$ cat src/design/kvaf_pkg.sv
// Shared types, codes and helpers for the velocity/acceleration Kalman filter.
package kvaf_pkg;

	localparam int WORD_W = 32;
	localparam int CFG_W  = 17;
	localparam int MAG_W  = 31;

	// operation codes carried by an input word
	localparam logic [1:0] OP_INIT    = 2'd0;
	localparam logic [1:0] OP_PREDICT = 2'd1;
	localparam logic [1:0] OP_UPDATE  = 2'd2;

	// configuration register indexes
	localparam logic [1:0] REG_STEP_TIME  = 2'd0;
	localparam logic [1:0] REG_Q_VELOCITY = 2'd1;
	localparam logic [1:0] REG_Q_ACCEL    = 2'd2;
	localparam logic [1:0] REG_R_MEASURE  = 2'd3;

	// datapath jobs; each runs four phases on the shared multiplier
	typedef enum logic [3:0] {
		JOB_INIT,
		JOB_FP,
		JOB_FPF,
		JOB_XP,
		JOB_S,
		JOB_DET,
		JOB_NUM,
		JOB_Y,
		JOB_XU,
		JOB_PU,
		JOB_COPY,
		JOB_SQ
	} job_t;

	typedef struct packed {
		logic       run;
		job_t       job;
		logic [3:0] idx;
		logic [1:0] phase;
		logic       load_in;
		logic       out_load;
		logic       div_start;
		logic       sqrt_start;
	} cmd_t;

	typedef struct packed {
		logic det_zero;
		logic div_done;
		logic sqrt_done;
	} sts_t;

	// clamp to the signed 32-bit range
	function automatic logic signed [31:0] sat32(input logic signed [63:0] v);
		if (v > 64'sh0000_0000_7FFF_FFFF)
			return 32'sh7FFF_FFFF;
		else if (v < -64'sh0000_0000_8000_0000)
			return $signed(32'h8000_0000);
		else
			return $signed(v[31:0]);
	endfunction

endpackage

$ cat src/design/kvaf_ctrl.sv
// Sequencer: handshakes and the job/phase schedule for each operation.
module kvaf_ctrl (
	input  logic              clk,
	input  logic              arst_n,
	input  logic              in_valid,
	input  logic [1:0]        in_op,
	output logic              in_ready,
	output logic              out_valid,
	input  logic              out_ready,
	output kvaf_pkg::cmd_t    cmd,
	input  kvaf_pkg::sts_t    sts
);
	typedef enum logic [4:0] {
		ST_IDLE = 5'b00001,
		ST_RUN  = 5'b00010,
		ST_DIV  = 5'b00100,
		ST_SQRT = 5'b01000,
		ST_DONE = 5'b10000
	} state_t;

	state_t          state_q;
	kvaf_pkg::job_t  job_q;
	logic [3:0]      idx_q;
	logic [1:0]      phase_q;
	logic            out_valid_q;
	logic            run;

	assign run      = (state_q == ST_RUN);
	assign in_ready = (state_q == ST_IDLE);
	assign out_valid = out_valid_q;

	always_comb begin
		cmd            = '0;
		cmd.run        = run;
		cmd.job        = job_q;
		cmd.idx        = idx_q;
		cmd.phase      = phase_q;
		cmd.load_in    = in_valid && in_ready;
		cmd.out_load   = (state_q == ST_DONE) && (!out_valid_q || out_ready);
		cmd.div_start  = run && (job_q == kvaf_pkg::JOB_NUM) && (phase_q == 2'd3);
		cmd.sqrt_start = run && (job_q == kvaf_pkg::JOB_SQ) && (phase_q == 2'd3);
	end

	always_ff @(posedge clk or negedge arst_n) begin
		if (!arst_n) begin
			state_q     <= ST_IDLE;
			job_q       <= kvaf_pkg::JOB_SQ;
			idx_q       <= '0;
			phase_q     <= '0;
			out_valid_q <= 1'b0;
		end else begin
			// a fresh result takes precedence over the drain of the old one
			if (cmd.out_load)
				out_valid_q <= 1'b1;
			else if (out_ready)
				out_valid_q <= 1'b0;
			unique case (state_q)
				ST_IDLE: if (in_valid) begin
					state_q <= ST_RUN;
					idx_q   <= '0;
					phase_q <= '0;
					unique case (in_op)
						kvaf_pkg::OP_INIT:    job_q <= kvaf_pkg::JOB_INIT;
						kvaf_pkg::OP_PREDICT: job_q <= kvaf_pkg::JOB_FP;
						kvaf_pkg::OP_UPDATE:  job_q <= kvaf_pkg::JOB_S;
						default:              job_q <= kvaf_pkg::JOB_SQ;
					endcase
				end
				ST_RUN: begin
					if (job_q == kvaf_pkg::JOB_NUM && phase_q == 2'd0 && sts.det_zero) begin
						// singular innovation: leave state and P alone
						job_q <= kvaf_pkg::JOB_SQ;
						idx_q <= '0;
					end else if (phase_q != 2'd3) begin
						phase_q <= phase_q + 2'd1;
					end else begin
						phase_q <= '0;
						unique case (job_q)
							kvaf_pkg::JOB_INIT: job_q <= kvaf_pkg::JOB_SQ;
							kvaf_pkg::JOB_FP: if (idx_q == 4'd15) begin
								job_q <= kvaf_pkg::JOB_FPF;
								idx_q <= '0;
							end else idx_q <= idx_q + 4'd1;
							kvaf_pkg::JOB_FPF: if (idx_q == 4'd15) begin
								job_q <= kvaf_pkg::JOB_XP;
								idx_q <= '0;
							end else idx_q <= idx_q + 4'd1;
							kvaf_pkg::JOB_XP: if (idx_q == 4'd3) begin
								job_q <= kvaf_pkg::JOB_SQ;
								idx_q <= '0;
							end else idx_q <= idx_q + 4'd1;
							kvaf_pkg::JOB_S:   job_q <= kvaf_pkg::JOB_DET;
							kvaf_pkg::JOB_DET: begin
								job_q <= kvaf_pkg::JOB_NUM;
								idx_q <= '0;
							end
							kvaf_pkg::JOB_NUM: state_q <= ST_DIV;
							kvaf_pkg::JOB_Y: begin
								job_q <= kvaf_pkg::JOB_XU;
								idx_q <= '0;
							end
							kvaf_pkg::JOB_XU: if (idx_q == 4'd3) begin
								job_q <= kvaf_pkg::JOB_PU;
								idx_q <= '0;
							end else idx_q <= idx_q + 4'd1;
							kvaf_pkg::JOB_PU: if (idx_q == 4'd15) begin
								job_q <= kvaf_pkg::JOB_COPY;
								idx_q <= '0;
							end else idx_q <= idx_q + 4'd1;
							kvaf_pkg::JOB_COPY: job_q <= kvaf_pkg::JOB_SQ;
							kvaf_pkg::JOB_SQ:   state_q <= ST_SQRT;
							default:            state_q <= ST_SQRT;
						endcase
					end
				end
				ST_DIV: if (sts.div_done) begin
					state_q <= ST_RUN;
					if (idx_q == 4'd7) begin
						job_q <= kvaf_pkg::JOB_Y;
						idx_q <= '0;
					end else begin
						idx_q <= idx_q + 4'd1;
					end
				end
				ST_SQRT: if (sts.sqrt_done) state_q <= ST_DONE;
				ST_DONE: if (!out_valid_q || out_ready) begin
					state_q <= ST_IDLE;
				end
				default: state_q <= ST_IDLE;
			endcase
		end
	end

	a_div_done_in_div: assert property (@(posedge clk) disable iff (!arst_n)
		sts.div_done |-> state_q == ST_DIV)
		else $error("divider finished outside the gain step");

	a_sqrt_done_in_sqrt: assert property (@(posedge clk) disable iff (!arst_n)
		sts.sqrt_done |-> state_q == ST_SQRT)
		else $error("root finished outside the magnitude step");

	a_load_sets_valid: assert property (@(posedge clk) disable iff (!arst_n)
		cmd.out_load |=> out_valid_q)
		else $error("result loaded but not presented");

	a_gain_index: assert property (@(posedge clk) disable iff (!arst_n)
		state_q == ST_DIV |-> !idx_q[3])
		else $error("gain index out of range");

endmodule

$ cat config.mk
export PLATFORM = sky130hd
export DESIGN_NAME = kvaf_ctrl
export DESIGN_NICKNAME = d
export VERILOG_FILES = /design/src/design/kvaf_pkg.sv /design/src/design/kvaf_ctrl.sv
export SDC_FILE = /design/constraint.sdc
export NUM_CORES = 1
export LEC_CHECK = 0
export BUFFER_PORTS_ARGS = -buffer_cell sky130_fd_sc_hd__buf_4
export CORE_ASPECT_RATIO = 1.5
export CORE_MARGIN = 4
export CORE_UTILIZATION = 54
export DETAILED_ROUTE_END_ITERATION = 10
export GPL_ROUTABILITY_DRIVEN = 0
export PLACE_DENSITY = 0.77
export SYNTH_ARGS = -nofsm -noshare
export SYNTH_HDL_FRONTEND = slang
export SYNTH_SLANG_ARGS = --single-unit
export TNS_END_PERCENT = 100
$ cat constraint.sdc
create_clock -name clk -period 2.24 [get_ports clk]
set_clock_uncertainty 0.1 [all_clocks]
set_input_delay 0.336 -clock clk [delete_from_list [all_inputs] [get_ports clk]]
set_output_delay 0.336 -clock clk [all_outputs]
set_load 0.05 [all_outputs]
==> out/metrics.cfg, run 1 <==
[sta]
fin_ws_ps=27.8
finalCritPeriodShare=0.988
finalSetupViolations=0
hold_ws_ps=119
maxSlewHeadroom=0.601
grt_setup_unrepaired=true
fmax_ghz=0.452
layout_min_cycle_time_ps=2210
hold_violations=0
slew_violations=0
tightest_slew_ps=590

[final_layout]
antenna_cells=0
final_common_cell=buf_4
drive_above_1_share=0.451
nets=208
fillers=182
fin_area_um2=1750
area_delta_synth_final_pct=36.4
fin_util=0.772
mostFrequentLayoutCells=buf_4, inv_1, o21ai_0

[worst_setup_path]
critical_path_buf_inv_count=0
critPathTopFamily=compound AO/OA/AOI/OAI gates
max_stage_delay_ps=600
worstPathRequired_ps=2330
cp.arrival_ps=2300
cp-end-kind=flip-flop
path_cells=and2b_1 > o311ai_1 > or3_4 > nor3_1 > a221o_1
cp_slowest_cell=dfstp_2
cp_max_fo=7
worst-setup-path-type=reg2reg
start_kind=flip-flop

[run]
cap_violations=0

[synth]
ys_warn_count=0
synth.area.top_cells=dfrtp_1, dfstp_2, o21ai_0, inv_1, nand2_1
synthCells=147
ys_seq_area_frac=0.317
syn-num-nets=159
ys_seq_elements=16
synth_top_area_frac=0.235
synth.cell_area_um2=1280
ys_types=56
post-synth-top-area-cell=dfrtp_1
synth_ff_type=dfrtp_1
synth_edf_count=0
synth-async-reset-ratio=1.00
avgSynthCellArea_um2=8.71

[cts]
root_buffer=clkbuf_4
h-tree-depth=1
numCtsBuffers=3
cts_sinks=16
clock_latency_ps=290
path_clk_slew_ps=100
cts_tree=done
max-clock-path-buffers=2

[placement]
placed_area_um2=1600
dp_slack_ps=-86.2
hpwl_um=2710
io_buffers=25

[die]
dieArea_um2=3230
initial_core_util=0.566
die_w_um=47.8
die_h_um=67.6
rows=21
io_pins=26
core_um2=2260

[power_and_ir_drop]
power_density_nw_per_um2=1460
ir_worst_vdd_mv=0.967
netSwitchingFraction=0.501
p_clk_frac=0.064
power.total_mw=2.54
p_int_mw=1.27
seq_power_share=0.222
comb_power_share=0.714
power.switching_mw=1.27
total_leakage_power_nw=0.743

[drt]
drcViolationCount=0
ant_nets=0
vias=1387
drt-wirelength-per-cell_um=16.9
totalWireLength_um=3680
via_per_inst=6.36
dr.pass1.iters=4
drtIter0Drc=43

[global_routing]
antenna_found_initial=0
grt_overflow_total=0
grt_first_pass_wirelength_um=5530
grt.total_usage=0.238
grt_max_degree=17
grt_pass1_vias=1320

[hold_path]
hold_class=in2reg

[status]
status=finished clean

-- routing by layer --
metal / global-route usage / vias to the layer above / share of wire
met1: 0.272 / 673 / 0.40
met2: 0.402 / 46 / 0.53
met4: 0.135 / 0 / 0.032
li1: - / 655 / -
met3: 0.0293 / 13 / 0.042
met5: 0 / - / 0
-- worst paths after layout --
path | cells past startpoint | from | slack, ps | to
max | 5 | state_q[0] | 30 | idx_q[3]
min | 2 | sts[0] | 120 | state_q[3]
max reg2reg | 5 | state_q[0] | 30 | idx_q[3]
min reg2reg | 1 | idx_q[0] | 480 | idx_q[0]
max in group asynchronous | 2 | arst_n | 1460 | state_q[0]
min in group asynchronous | 2 | arst_n | 330 | idx_q[2]
-- through the flow --
step	std cells	TNS, ps
2_1_floorplan	147	-36.3
3_3_place_gp	204	-45.4
3_5_place_dp	204	-223
4_1_cts	211	0
5_1_grt	218	-139
6_report	218	0
-- repair_timing --
action	4_1_cts	5_1_grt
hold buffers	1	0
hold endpoints to repair	12	0
setup endpoints to repair	5	10
resized for setup	5	11
pin swaps	0	3
buffers inserted	2	7
-- power groups by stage --
stage               Clock [mW]  Combinational [mW]  Sequential [mW]
floorplan                    0               0.979            0.726
global placement             0                1.57            0.578
detailed placement           0                1.60            0.587
CTS                      0.165                1.65            0.574
global route             0.184                1.94            0.577
finish                   0.163                1.81            0.564
-- state kept, by name, indices dropped and copies added (netlist names) --
name and count:
idx_q 4, job_q 4, out_valid 1, phase_q 2, state_q 5
-- layout make-up --
type	count	area [µm²]	share of cell area
Timing Repair Buffer	49	372	0.213
Clock buffer	4	26.3	0.0151
Inverter	11	41.3	0.0237
Tap cell	23	28.8	0.0165
Multi-Input combinational cell	115	863	0.495
Sequential cell	16	414	0.237
-- Yosys cell counts (all sizes together), types with 2 or more instances --
cell / count
o211ai: 4
nor3b: 4
nor2: 9
or4b: 2
dfstp: 4
inv: 11
nand3: 3
and2: 3
a211oi: 2
nor3: 6
o2bb2ai: 2
o21bai: 2
nor4: 4
dfrtp: 12
ha: 3
nand4: 2
a2111oi: 2
o21ai: 12
buf: 5
mux2i: 2
or3: 3
mux2: 3
or2: 3
a21oi: 5
nand3b: 2
o32ai: 3
xnor2: 2
nand2: 12
a22oi: 2
o311ai: 2
and2b: 2
-- cells by family (layout without fill, tap and decap cells) --
group	count (synthesis)	after routing	share of synthesized area
multiplexers	5	5	0.0420
XOR/XNOR	2	2	0.0137
flip-flops	16	16	0.317
buffers and inverters	16	64	0.0538
AO/OA/AOI/OAI	43	43	0.238
AND/OR/NAND/NOR	61	61	0.299
adder cells (fa/ha/maj)	4	4	0.0371
Power figures use the tool's default switching activity.
==> run 2, diff against run 1 <==
--- a/config.mk
+++ b/config.mk
@@ -5,13 +5,15 @@
 export SDC_FILE = /design/constraint.sdc
 export NUM_CORES = 1
 export LEC_CHECK = 0
+export ABC_AREA = 1
 export BUFFER_PORTS_ARGS = -buffer_cell sky130_fd_sc_hd__buf_4
+export CAP_MARGIN = 20
 export CORE_ASPECT_RATIO = 1.5
 export CORE_MARGIN = 4
-export CORE_UTILIZATION = 54
+export CORE_UTILIZATION = 55
 export DETAILED_ROUTE_END_ITERATION = 10
 export GPL_ROUTABILITY_DRIVEN = 0
-export PLACE_DENSITY = 0.77
+export PLACE_DENSITY = 0.78
 export SYNTH_ARGS = -nofsm -noshare
 export SYNTH_HDL_FRONTEND = slang
 export SYNTH_SLANG_ARGS = --single-unit
==> run 2 against run 1 <==
Sequential share of layout area rose by 1.4 points. Synthesized area increased by 3.5%. Worst hold slack better by 18 ps. Core utilization fell by 6.0 points. Global-route usage up 0.16 points. Highest routed layer unchanged.
==> out/metrics.cfg, run 2 <==
[status]
status=finished clean

[worst_setup_path]
path_cells=nor2_2 > nand2_1 > nor2_4 > nand3_1 > nor2_1 > buf_4
cp_max_fo=6
timing.rr.end=idx_q[2]
cp.arrival_ps=1630
max_stage_delay_ps=400
rrSetupSlack_ps=320
worstPathRequired_ps=1800
r2r_start=job_q[1]
critical_path_buf_inv_count=1
critPathTopFamily=simple AND/OR/NAND/NOR gates
start_kind=flip-flop
worst-setup-path-type=reg2out
cp_slowest_cell=dfrtp_1
cp-end-kind=primary output
rr_worst_depth=9

[cts]
post_cts_buffers=0
root_buffer=clkbuf_4
clock_latency_ps=300
max-clock-path-buffers=2
cts_sinks=16
numCtsBuffers=3
path_clk_slew_ps=110
h-tree-depth=1
cts_tree=done

[synth]
yosysMostFrequentCell=nand2_1
synth_top_area_frac=0.227
post-synth-top-area-cell=dfrtp_1
synth_ff_type=dfrtp_1
yosys-top-cells-count=nand2_1, nor2_1, inv_1
synth.cell_area_um2=1330
ys_seq_area_frac=0.306
ys_types=27
ys_seq_elements=16
synth_edf_count=0
synth.area.top_cells=dfrtp_1, nand2_1, nor2_1, dfstp_2, nand3_1
syn-num-nets=223
avgSynthCellArea_um2=6.28
synth-async-reset-ratio=1.00
synthCells=211
ys_warn_count=0

[sta]
tightest_slew_ps=346
tns_ps=0
maxSlewHeadroom=0.768
grt_setup_unrepaired=false
finalCritPeriodShare=0.924
slew_violations=0
fmax_ghz=0.483
finalSetupViolations=0
layout_min_cycle_time_ps=2070
hold_violations=0

[placement]
io_buffers=25
hpwl_um=2650
placed_area_um2=1550

[final_layout]
top_register=state_q
final_common_cell=nand2_1
antenna_cells=0
nets=253
drive_above_1_share=0.229
top_regs=state_q (5), idx_q (4), job_q (4)
fin_util=0.713
largest_reg_flops=5
area_delta_synth_final_pct=21.5
mostFrequentLayoutCells=nand2_1, nor2_1, buf_4
fin_area_um2=1610

[hold_path]
min_path_cells=2
hold_path_end=state_q[3]
hp-start=sts[0]
hold_class=in2reg

[global_routing]
grt_max_degree=17
antenna_found_initial=0
grt.total_usage=0.239
grt_overflow_total=0
grt_first_pass_wirelength_um=5720
grt_pass1_vias=1383

[drt]
drt-wirelength-per-cell_um=12.9
via_per_inst=5.61
drtIter0Drc=59
totalWireLength_um=3380
dr.pass1.iters=4
vias=1476
drcViolationCount=0
ant_nets=0

[power_and_ir_drop]
total_leakage_power_nw=0.869
power_density_nw_per_um2=1460
ir_worst_vdd_mv=1.01
power.total_mw=2.35

[die]
io_pins=26
core_um2=2260
rows=21
die_w_um=48.1
die_h_um=68.1
dieArea_um2=3270
initial_core_util=0.586

[run]
cap_violations=0

run 2: per-layer routing:
metal	up-vias	GRT usage	wire length, µm
met5	-	0	0
met4	0	0.101	104
met3	14	0.0263	221
met2	63	0.421	1730
met1	659	0.279	1330
li1	740	-	-
run 2: final cells by class:
cell class / instances / area, µm²
clock buffer: 4 / 36.3
sequential: 16 / 405
tap: 23 / 28.8
timing repair buffer: 27 / 205
multi-input combinational: 165 / 830
fill: 203 / 649
inverter: 28 / 105
run 2: logic make-up (layout without fill, tap and decap cells):
family | after synthesis | in the layout | synth area share
adders and majority gates | 3 | 3 | 0.0283
DFF | 16 | 16 | 0.306
and+or+nand+nor | 140 | 140 | 0.481
buffers and inverters | 30 | 59 | 0.0888
AOI/OAI and AO/OA | 22 | 22 | 0.0963
run 2: timing repair:
item,4_1_cts,5_1_grt
hold buffers,1,0
gates resized for setup,0,3
endpoints found under the hold margin,12,0
endpoints found under the setup margin,0,3
run 2: worst max-delay path by stage:
stage	start	endpoint	slack (ps)	depth (start not counted)
2_1_floorplan	job_q[1]	cmd[1]	40	4
3_3_place_gp	state_q[2]	idx_q[3]	360	8
3_5_place_dp	state_q[2]	job_q[2]	360	11
4_1_cts	state_q[2]	cmd[1]	30	6
5_1_grt	state_q[2]	cmd[1]	30	6
6_report	state_q[2]	cmd[1]	170	6
run 2: report_power, final:
| group | switching (mW) | internal [mW] |
|---|---|---|
| sequential | 0.123 | 0.409 |
| clock | 0.105 | 0.0992 |
| combinational | 1.13 | 0.489 |
| total | 1.36 | 0.997 |
run 2: stage by stage:
| stage | std cells | hold WS [ps] | worst slack (ps) |
|---|---|---|---|
| 2_1_floorplan | 211 | -59.6 | 44.1 |
| 3_3_place_gp | 258 | 108 | 356 |
| 3_5_place_dp | 258 | 112 | 362 |
| 4_1_cts | 263 | 138 | 32.0 |
| 5_1_grt | 263 | 118 | 33.3 |
| 6_report | 263 | 138 | 171 |
